==> config.mk <==
export PLATFORM = sky130hd
export DESIGN_NAME = dcr_ctrl
export DESIGN_NICKNAME = d
export VERILOG_FILES = /design/src/hw/rtl/dcr_pkg.sv /design/src/hw/rtl/dcr_ctrl.sv
export SDC_FILE = /design/constraint.sdc
export NUM_CORES = 1
export LEC_CHECK = 0
export ABC_AREA = 1
export BUFFER_PORTS_ARGS = -buffer_cell sky130_fd_sc_hd__buf_2
export CELL_PAD_IN_SITES_DETAIL_PLACEMENT = 2
export CELL_PAD_IN_SITES_GLOBAL_PLACEMENT = 2
export CORE_AREA = 2 2 39 41
export DETAILED_ROUTE_END_ITERATION = 10
export DIE_AREA = 0 0 41 43
export HOLD_SLACK_MARGIN = 0.05
export PLACE_DENSITY_LB_ADDON = 0.2
export RECOVER_POWER = 100
export SLEW_MARGIN = 40
export SYNTH_ARGS = -nofsm -noshare
export SYNTH_HDL_FRONTEND = slang
export SYNTH_SLANG_ARGS = --single-unit
==> constraint.sdc <==
create_clock -name clock -period 1.6 [get_ports clock]
set_input_delay 0 -clock clock [delete_from_list [all_inputs] [get_ports clock]]
set_output_delay 0 -clock clock [all_outputs]
set_load 0.05 [all_outputs]
==> src/hw/rtl/dcr_pkg.sv <==
// Shared types for the block DC removal design.
// Holds the controller states and the command and status bundles.
// No dependencies.
package dcr_pkg;

   // Controller states
   typedef enum logic [1:0] {
      ST_IDLE   = 2'd0,
      ST_DIVIDE = 2'd1,
      ST_READ   = 2'd2
   } dcr_state_type;

   // Commands from the controller to the datapath
   typedef struct packed {
      logic take;       // request accepted this cycle
      logic div_step;   // advance the mean divider one bit
      logic emit_read;  // build the drain response from the read sample
   } dcr_cmd_type;

   // Status from the datapath to the controller
   typedef struct packed {
      logic load_last;  // pending request is a load that closes the block
      logic drain_ok;   // pending request is a drain with a sample to give
      logic rsp_free;   // output register is empty or empties this cycle
      logic div_done;   // divider is on its last step
   } dcr_status_type;

endpackage

==> src/hw/rtl/dcr_ctrl.sv <==
// Controller state machine for the block DC removal design.
// Sequences accept, mean division and drain read. Depends on dcr_pkg.
module dcr_ctrl (
   input  logic                    clock,
   input  logic                    reset,
   input  logic                    req_valid,
   input  dcr_pkg::dcr_status_type st,
   output logic                    req_stall,
   output dcr_pkg::dcr_cmd_type    cmd
);
   import dcr_pkg::*;

   dcr_state_type state_ff;
   dcr_state_type state_in;

   // State register
   always_ff @(posedge clock) begin
      if (reset) begin
         state_ff <= ST_IDLE;
      end else begin
         state_ff <= state_in;
      end
   end

   // Next state and commands
   always_comb begin
      state_in  = state_ff;
      cmd       = '0;
      req_stall = 1'b1;
      case (state_ff)
         ST_IDLE: begin
            req_stall = !st.rsp_free;
            cmd.take  = req_valid && st.rsp_free;
            if (cmd.take) begin
               if (st.load_last) begin
                  state_in = ST_DIVIDE;
               end else if (st.drain_ok) begin
                  state_in = ST_READ;
               end
            end
         end
         ST_DIVIDE: begin
            cmd.div_step = 1'b1;
            if (st.div_done) begin
               state_in = ST_IDLE;
            end
         end
         ST_READ: begin
            cmd.emit_read = 1'b1;
            state_in      = ST_IDLE;
         end
         default: begin
            state_in = ST_IDLE;
         end
      endcase
   end

endmodule

==> results.rst, run 1 <==
.. list-table::
   :header-rows: 1

   * - Metric
     - Value
   * - Outcome
     - finished, final reports clean
   * - Worst EP required
     - 1.76 ns
   * - Number of antenna violations at the first check in global routing
     - 0
   * - Total power per unit cell area
     - approximately 860 nW/um^2
   * - Fin Setup TNS
     - 0 ns
   * - First drt pass iteration count
     - 1
   * - Final worst path period share
     - 84.5%
   * - CTS tree
     - yes
   * - Dpl cells
     - 45
   * - Number of flip-flops and latches in the synthesized netlist
     - 2
   * - Post-DP Area
     - between 150 and 200 sq um
   * - Total detailed-routing wirelength
     - between 400 and 500 um
   * - Synth Net Count
     - 26
   * - Number of instances in the synthesized netlist
     - 19
   * - Setup-violating endpoint count in the final report
     - 0
   * - Fmax
     - 0.739 GHz
   * - Final antenna-violating net count
     - 0
   * - Max transition margin
     - 60.5%
   * - Area growth from synthesis to final layout
     - 95.0%
   * - Post-CTS setup buffer count
     - 0
   * - Total clock buffers created by CTS
     - 3
   * - Critical Path AT
     - 1.52 ns
   * - Average wire per cell in the routed design
     - 7.81 um
   * - CTS root buf
     - clkbuf_4
   * - Total congestion overflow after global routing
     - 0
   * - Max clock buf depth
     - 2
   * - Via count of the first global-routing pass
     - around 180
   * - Number of antenna diodes
     - 0
   * - Post-layout util
     - ~18%
   * - Number of maximum-capacitance violations
     - 0
   * - DIE HEIGHT
     - 43 um
   * - Horizontal die dimension
     - 41 um
   * - Total vias in the final route
     - 177
   * - Number of buffers inserted by port buffering
     - 10
   * - Last weighted congestion value of the routability-driven placer
     - 0.637
   * - Leak
     - 0.130 nW
   * - Syn. warnings
     - 0
   * - Post-layout instance count excluding filler cells
     - 52
   * - Final cell area excluding filler cells
     - 246 sq um
   * - Netlist cell types
     - 10
   * - Level count of the clock H-tree
     - 1
   * - Largest regs
     - state_ff: 2 flops
   * - DR iter-0 viols
     - 0
   * - Final setup skew
     - 0.0000922 ns
   * - Max reg flops
     - 2
   * - Hold Crit Class
     - input pin to flop
   * - Share of the yosys chip area belonging to registers
     - around a third
   * - Largest fanout on the critical path
     - 3
   * - Average via count per standard cell
     - approximately 3.4
   * - Reg clk slew, reported paths
     - 0.03 ns
   * - Die area
     - 1760 sq um
   * - Cell Area, Synth
     - 126 sq um
   * - Area of the core
     - 1380 sq um
   * - Max-slew violation count
     - 0
   * - Launching element type of the critical path
     - flop
   * - FP Rows
     - 14
   * - Worst-Skew Late Latency
     - between 0.2 and 0.25 ns
   * - Post-layout total power
     - 0.000211 W
   * - Register ranked first by flip-flop count
     - state_ff
   * - Initial standard-cell utilization of the core
     - 9.13%
   * - Largest net degree at the start of global routing
     - 4
   * - Average footprint of a synthesized cell
     - 6.65 sq um
   * - Number of endpoints with negative hold slack in the final report
     - 0
   * - Capturing element type of the critical path
     - flop
   * - Fraction of layout cells with a size suffix above 1
     - 36.1%
   * - Number of cells upsized or downsized after cts
     - 0
   * - Global Route Usage Sum
     - 6.31%
   * - Total DRC errors in the routed layout
     - 0
   * - Clock sink count
     - 2
   * - Number of primary I/O pins
     - 11
   * - Total number of nets in the final design
     - 45
   * - Category of the most critical setup path
     - flop to flop
   * - Pin slew with the least headroom to its limit
     - 0.595 ns
   * - Fill cell total of the finished layout
     - 183
   * - First-pass GRT wire length
     - 690 um
   * - HPWL after detailed placement
     - roughly 320 um
   * - RSZ-0062 raised after global routing
     - false
   * - Peak supply drop
     - 0.199 mV
   * - Post-route minimum period
     - 1.35 ns
## metrics by stage
step / setup WS, ns / hold slack (ns)
6_report: 0.248 / 0.145
5_1_grt: 0.121 / 0.171
3_3_place_gp: 0.693 / 0.197
3_5_place_dp: 0.674 / 0.197
4_1_cts: 0.241 / 0.141
2_1_floorplan: 0.521 / 0.0624
## where the power goes
group / internal, W / switching (W) / total [W]
logic: 0.0000173 / 0.0000292 / 0.0000465
registers: 0.0000517 / 0.00000158 / 0.0000533
clock network: 0.0000827 / 0.0000285 / 0.000111
total: 0.000152 / 0.0000593 / 0.000211
## cells in the final DEF, fill, tap and decap left out
cell	n
buf_2	7
nor2_4	1
nand3_1	1
nor3_1	1
nand2_1	5
nor2_2	1
nor2_1	1
inv_2	1
clkbuf_1	3
dlygate4sd3_1	4
dfxtp_1	2
inv_1	5
a21oi_1	1
clkbuf_4	3
## cell type report
| type | count | area (sq um) | area share [%] |
|---|---|---|---|
| clock buffer | 3 | 22.5 | 9.14 |
| sequential | 2 | 40.0 | 16.2 |
| tap | 16 | 20.0 | 8.12 |
| multi-input combinational | 11 | 55.1 | 22.3 |
| inverter | 6 | 22.5 | 9.14 |
| timing repair buffer | 14 | 86.3 | 35.0 |
## what timing repair did
| action | 4_1_cts | 5_1_grt |
|---|---|---|
| hold buffers | 4 | 0 |
| endpoints found under the setup margin | 0 | 0 |
| endpoints found under the hold margin | 2 | 0 |
## cell families after synthesis
group | after synthesis | share of synthesized area (%)
compound gates | 1 | 6.93
buf+inv | 6 | 17.8
flops | 2 | 31.7
simple gates | 10 | 43.6
## critical path, cell delays in order (launching register included)
cell	delay, ns
dfxtp_1	0.34
nor2_2	0.18
nand3_1	0.10
a21oi_1	0.12
dlygate4sd3_1	0.55
## worst paths after layout
path	start	to	slack, ns	cells after the start
worst max register to register	state_ff[1]	state_ff[0]	0.25	4
worst min register to register	state_ff[0]	state_ff[1]	0.63	3
worst max-delay path	state_ff[1]	state_ff[0]	0.25	4
worst min-delay path	req_valid	state_ff[1]	0.15	5
## synthesized netlist by cell type
cell type | count | area (sq um)
a21oi_2 | 1 | 8.76
dfxtp_1 | 2 | 40.0
inv_1 | 5 | 18.8
inv_2 | 1 | 3.75
nand2_1 | 5 | 18.8
nand3_1 | 1 | 5.00
nor2_1 | 1 | 3.75
nor2_2 | 1 | 6.26
nor2_4 | 1 | 11.3
nor3_2 | 1 | 10.0
## metal layers
layer  wire length, um  share of wire (%)  track usage (%)
met1               129                 32             5.43
met5                 0                  0                0
met4                16                3.9             6.00
met3                13                3.2             1.57
met2               246                 61             10.6
Power figures use the tool's default switching activity.
==> inputs of run 2 (changes only) <==
- clock period: 1.6 -> 1.2 ns (I/O delays scaled with it)
==> results.rst, run 2 (synthesis gave the netlist of run 1 again) <==
.. list-table::
   :header-rows: 1

   * - Metric
     - Value
   * - Last weighted congestion value of the routability-driven placer
     - 0.641 (+0.64%)
   * - Hold Crit Class
     - input pin to flop
   * - Pin slew with the least headroom to its limit
     - 0.278 ns (-0.317 ns)
   * - Hold_ws
     - 0.0588 ns (-0.0866 ns)
   * - Total congestion overflow after global routing
     - 0 (unchanged)
   * - Reg clk slew, reported paths
     - 0.03 ns (about the same)
   * - Launching element type of the critical path
     - flop
   * - Number of antenna violations at the first check in global routing
     - 0 (unchanged)
   * - Number of buffers inserted by port buffering
     - 10 (unchanged)
   * - Reg-to-reg setup timing slack
     - 0.43 ns (+0.18 ns)
   * - Clock sink count
     - 2 (unchanged)
   * - Reg-to-reg endpoint
     - state_ff[1]
   * - First-pass GRT wire length
     - 724 um (+4.9%)
   * - Average wire per cell in the routed design
     - 7.80 um (about the same)
   * - Total vias in the final route
     - 169 (-4.5%)
   * - Total number of nets in the final design
     - 44 (-2.2%)
   * - Fmax
     - 0.931 GHz
   * - Max stage delay on crit path
     - 0.34 ns (-0.21 ns)
   * - Hold Crit Start
     - st[3]
   * - Area of the core
     - 1380 sq um (unchanged)
   * - Total clock buffers created by CTS
     - 3 (unchanged)
   * - Number of primary I/O pins
     - 11 (unchanged)
   * - Critical Path AT
     - 1.07 ns (-0.45 ns)
   * - Number of endpoints with negative hold slack in the final report
     - 0 (unchanged)
   * - Via count of the first global-routing pass
     - 199 (+9.3%)
   * - Final antenna-violating net count
     - 0 (unchanged)
   * - Largest net degree at the start of global routing
     - 4 (unchanged)
   * - DR iter-0 viols
     - 0 (unchanged)
   * - Peak supply drop
     - 0.172 mV (-14%)
   * - Endpoint of the worst hold-timing path
     - state_ff[0]
   * - CTS tree
     - yes
   * - FP Rows
     - 14 (unchanged)
   * - Global Route Usage Sum
     - 6.51% (+0.19 points)
   * - Leak
     - 0.136 nW (+5.1%)
   * - Final worst path period share
     - 89.5%
   * - Post-route minimum period
     - roughly 1.1 ns
   * - Max transition margin
     - 81.5% (+21 points)
   * - Total power per unit cell area
     - 1140 nW/um^2 (+34%)
   * - Final setup skew
     - 0.00212 ns (+0.00203 ns)
   * - Fraction of layout cells with a size suffix above 1
     - 48.6% (+12 points)
   * - Max clock buf depth
     - 2 (unchanged)
   * - Register ranked first by flip-flop count
     - state_ff
   * - Die area
     - 1760 sq um (unchanged)
   * - Horizontal die dimension
     - 41 um (unchanged)
   * - Capturing element type of the critical path
     - primary output
   * - First drt pass iteration count
     - 1 (unchanged)
   * - Largest regs
     - state_ff: 2 flops
   * - Average via count per standard cell
     - 3.31 (-2.6%)
   * - Max reg flops
     - 2 (unchanged)
   * - Largest fanout on the critical path
     - 3 (unchanged)
   * - Category of the most critical setup path
     - flop to primary output
   * - DIE HEIGHT
     - 43 um (unchanged)
   * - Cell count of the worst reg-to-reg path
     - 3 (-1)
   * - Max-slew violation count
     - 0 (unchanged)
   * - Top library cells by usage in the layout, fill and taps aside
     - buf_2, inv_1, nand2_1
   * - Outcome
     - finished, final reports clean
   * - Slowest cell on the critical path
     - dfxtp_1
   * - RSZ-0062 raised after global routing
     - false
   * - Worst EP required
     - 1.20 ns (-0.56 ns)
   * - Number of antenna diodes
     - 0 (unchanged)
   * - Cell count of the worst hold path
     - 3 (-2)
   * - Setup-violating endpoint count in the final report
     - 0 (unchanged)
   * - HPWL after detailed placement
     - 340 um (+5.6%)
   * - Critical-path cell list
     - nor2_2 > nand2_1 > inv_1 > buf_4
   * - Post-layout total power
     - 0.000283 W (+34%)
   * - Initial standard-cell utilization of the core
     - 9.13% (unchanged)
   * - Total detailed-routing wirelength
     - 398 um (-2.0%)
   * - Total DRC errors in the routed layout
     - 0 (unchanged)
   * - Worst-Skew Late Latency
     - 0.22 ns (about the same)
   * - Number of maximum-capacitance violations
     - 0 (unchanged)
   * - Area growth from synthesis to final layout
     - 96.0%
   * - CTS root buf
     - clkbuf_4
   * - Startpoint of the worst register-to-register path
     - state_ff[1]
   * - Most frequent standard cell in the layout excluding fill and tap cells
     - buf_2
   * - Level count of the clock H-tree
     - 1 (unchanged)
   * - Fin Setup TNS
     - 0 ns (unchanged)
==> run 2: changes by cell type in the layout (fill, tap and decap cells not counted) <==
cell           delta
clkbuf_1          -3
clkbuf_2          +3
buf_2             -1
buf_4             +1
dlygate4sd3_1     -1
nor3_1            -1
nor3_2            +1
==> run 2: worst max-delay path by stage <==
stage / from / endpoint / slack, ns / depth (start not counted)
floorplan: state_ff[1] / cmd[0] / 0.12 / 2
CTS: state_ff[1] / cmd[2] / 0.04 / 4
global route: state_ff[1] / cmd[2] / 0.04 / 4
detailed placement: state_ff[1] / cmd[2] / 0.29 / 4
global placement: state_ff[1] / cmd[2] / 0.30 / 4
finish: state_ff[1] / cmd[2] / 0.13 / 4
==> run 2: routing by layer <==
| metal | wire (um) | part of all wire (%) | vias to the layer above | global-route usage (%) |
|---|---|---|---|---|
| met5 | 0 | 0 | - | 0 |
| met4 | 0 | 0 | 0 | 8.00 |
| met3 | 13 | 3.3 | 0 | 1.57 |
| met2 | 244 | 61 | 4 | 9.69 |
| met1 | 141 | 35 | 79 | 6.05 |
| li1 | - | - | 86 | - |
==> run 2: per-stage QoR <==
stage                     cells  util [%]  worst slack [ns]  area (sq um)
after floorplan              19         -             0.121           126
after global placement       45      14.2             0.298           196
after detailed placement     45      14.2             0.289           196
after CTS                    51      18.0            0.0434           249
after global routing         51      17.9            0.0382           248
final                        51      17.9             0.126           248
==> run 2: area by class of cell <==
type	count	area, sq um
flip-flops and latches	2	40.0
clock buffers	3	22.5
repair buffers	13	82.6
fillers	169	1140
well taps	16	20.0
multi-input cells	11	60.1
inverters	6	22.5
==> run 2: what timing repair did <==
item                                   4_1_cts  5_1_grt
endpoints found under the hold margin        2        0
gates resized for setup                      0        2
hold buffers                                 3        0
setup endpoints to repair                    0        1
setup buffers                                0        0
==> run 2: power by group <==
group / internal, W / total [W] / switching (W)
clock network: 0.000110 / 0.000149 / 0.0000385
registers: 0.0000689 / 0.0000710 / 0.00000206
logic: 0.0000239 / 0.0000636 / 0.0000397
==> run 2: critical path, delay by kind of cell (launching register included) <==
family / cells / cell delay (ns)
simple gates: 2 / 0.27
flops: 1 / 0.34
buf+inv: 2 / 0.24
==> inputs of run 3 (changes only) <==
==> constraint.sdc (replaced) <==
create_clock -name clock -period 0.87 [get_ports clock]
set_input_delay 0 -clock clock [delete_from_list [all_inputs] [get_ports clock]]
set_output_delay 0 -clock clock [all_outputs]
set_load 0.005 [all_outputs]
==> results.rst, run 3 (synthesis gave the netlist of run 1 again) <==
.. list-table::
   :header-rows: 1

   * - Metric
     - Value
   * - HPWL after detailed placement
     - 299 um (-12%)
   * - Number of endpoints with negative hold slack in the final report
     - 0 (unchanged)
   * - First drt pass iteration count
     - 1 (unchanged)
   * - Capturing element type of the critical path
     - primary output
   * - Critical Path AT
     - 0.89 ns (-0.18 ns)
   * - Clock sink count
     - 2 (unchanged)
   * - Number of buffers inserted by port buffering
     - 10 (unchanged)
   * - Post-layout total power
     - 0.000369 W (+30%)
   * - Minimum setup slack in the final design
     - -0.0162 ns (-0.142 ns)
   * - Max-slew violation count
     - 0 (unchanged)
   * - Initial standard-cell utilization of the core
     - 9.13% (unchanged)
   * - FP Rows
     - 14 (unchanged)
   * - Fin Setup TNS
     - -0.0223 ns (-0.0223 ns)
   * - Final worst path period share
     - 102%
   * - Largest regs
     - state_ff: 2 flops
   * - Last weighted congestion value of the routability-driven placer
     - 0.660 (+2.9%)
   * - Number of antenna diodes
     - 0 (unchanged)
   * - Violated checks
     - setup timing
   * - Peak supply drop
     - 0.416 mV (+140%)
   * - Largest fanout on the critical path
     - 3 (unchanged)
   * - Worst EP required
     - 0.87 ns (-0.33 ns)
   * - Outcome
     - finished with violations
   * - Launching element type of the critical path
     - flop
   * - Area of the core
     - 1380 sq um (unchanged)
   * - Footprint of the multi-input gates
     - 71.3 sq um (+19%)
   * - RSZ-0062 raised after global routing
     - true
   * - Level count of the clock H-tree
     - 1 (unchanged)
   * - Reg clk slew, reported paths
     - 0.03 ns (about the same)
   * - DIE HEIGHT
     - 43 um (unchanged)
   * - Total number of nets in the final design
     - 48 (+9.1%)
   * - Largest net degree at the start of global routing
     - 4 (unchanged)
   * - Area growth from synthesis to final layout
     - 137%
   * - Final setup skew
     - 0.000326 ns (-0.00179 ns)
   * - Total clock buffers created by CTS
     - 3 (unchanged)
   * - Category of the most critical setup path
     - flop to primary output
   * - Total power per unit cell area
     - 1230 nW/um^2 (+7.8%)
   * - Max clock buf depth
     - 2 (unchanged)
   * - Total congestion overflow after global routing
     - 0 (unchanged)
   * - Total vias in the final route
     - 183 (+8.3%)
   * - Leak
     - 0.153 nW (+12%)
   * - Max reg flops
     - 2 (unchanged)
   * - Worst-Skew Late Latency
     - 0.22 ns (about the same)
   * - Register ranked first by flip-flop count
     - state_ff
   * - Final antenna-violating net count
     - 0 (unchanged)
   * - Most frequent standard cell in the layout excluding fill and tap cells
     - buf_2
   * - Fmax
     - 1.13 GHz
   * - Total DRC errors in the routed layout
     - 0 (unchanged)
   * - Number of antenna violations at the first check in global routing
     - 0 (unchanged)
   * - Number of primary I/O pins
     - 11 (unchanged)
   * - CTS root buf
     - clkbuf_4
   * - Pin slew with the least headroom to its limit
     - 0.117 ns (-0.161 ns)
   * - Setup-violating endpoint count in the final report
     - 2 (+2)
   * - Fraction of layout cells with a size suffix above 1
     - 61.5% (+13 points)
   * - Average via count per standard cell
     - 3.33 (+0.41%)
   * - Fill cell total of the finished layout
     - 174 (+3.0%)
   * - Max transition margin
     - 92.2% (+11 points)
   * - Number of maximum-capacitance violations
     - 0 (unchanged)
   * - First-pass GRT wire length
     - 634 um (-12%)
   * - Total detailed-routing wirelength
     - 377 um (-5.3%)
   * - Post-route minimum period
     - 0.886 ns
   * - Hold Crit Class
     - input pin to flop
   * - Die area
     - 1760 sq um (unchanged)
   * - Global Route Usage Sum
     - 5.41% (-1.1 points)
   * - Top library cells by usage in the layout, fill and taps aside
     - buf_2, inv_1, nand2_1, dlygate4sd3_1
   * - CTS tree
     - yes
   * - Combined flip-flop and latch cell area
     - 45.0 sq um (+12%)
   * - Average wire per cell in the routed design
     - 6.85 um (-12%)
   * - DR iter-0 viols
     - 0 (unchanged)
   * - Via count of the first global-routing pass
     - 195 (-2.0%)
   * - Horizontal die dimension
     - 41 um (unchanged)
## run 3: cell types whose count changed in the layout (fill, tap and decap cells not counted), sizes merged
cell and delta:
buf +5, dlygate4sd3 +1, clkbuf -2
## run 3: final timing paths
path / startpoint / endpoint / slack [ns] / cells past startpoint
hold reg to reg: state_ff[0] / state_ff[0] / 0.59 / 4
setup reg to reg: state_ff[1] / state_ff[0] / 0.02 / 4
hold / removal: req_valid / state_ff[0] / 0.15 / 5
setup / recovery: state_ff[1] / cmd[2] / -0.02 / 4
## run 3: final cells by class
cell class,instances,area share (%)
inverter,6,7.53
tap,16,6.69
sequential,2,15.1
multi-input combinational,11,23.8
clock buffer,3,7.53
timing repair buffer,17,39.3
## run 3: what timing repair did
| item | 4_1_cts | 5_1_grt |
|---|---|---|
| hold buffers | 4 | 0 |
| endpoints found under the hold margin | 2 | 0 |
| endpoints found under the setup margin | 3 | 5 |
| setup buffers | 1 | 2 |
| gates cloned | 0 | 0 |
| resized for setup | 4 | 3 |
| pin swaps | 2 | 3 |
## run 3: report_power, final
group          switching (W)  internal [W]
clock              0.0000459      0.000152
combinational      0.0000285     0.0000462
sequential        0.00000341     0.0000929
total              0.0000779      0.000291
## run 3: critical path, cell delays in order (launching register included)
cell and delay, ns:
dfxtp_4 0.34, nor2_4 0.12, nand2_2 0.07, inv_2 0.05
buf_6 0.08
## run 3: metrics by stage
step	worst slack, ns	cells	utilization [%]	hold slack [ns]	area [sq um]
final	-0.0162	55	21.6	0.152	299
after global placement	0.0637	45	14.2	0.194	196
after global routing	-0.0737	55	21.6	0.198	299
after floorplan	0.146	19	-	0.0454	126
after CTS	-0.0475	53	20.0	0.146	277
after detailed placement	0.0612	45	14.2	0.195	196
## run 3: layer usage
layer / GRT usage (%) / routed length (um) / vias to the layer above
met5: 0 / 0 / -
met4: 6.00 / 0 / 0
met3: 0 / 16 / 0
met2: 9.06 / 221 / 6
met1: 5.11 / 139 / 82
li1: - / - / 95
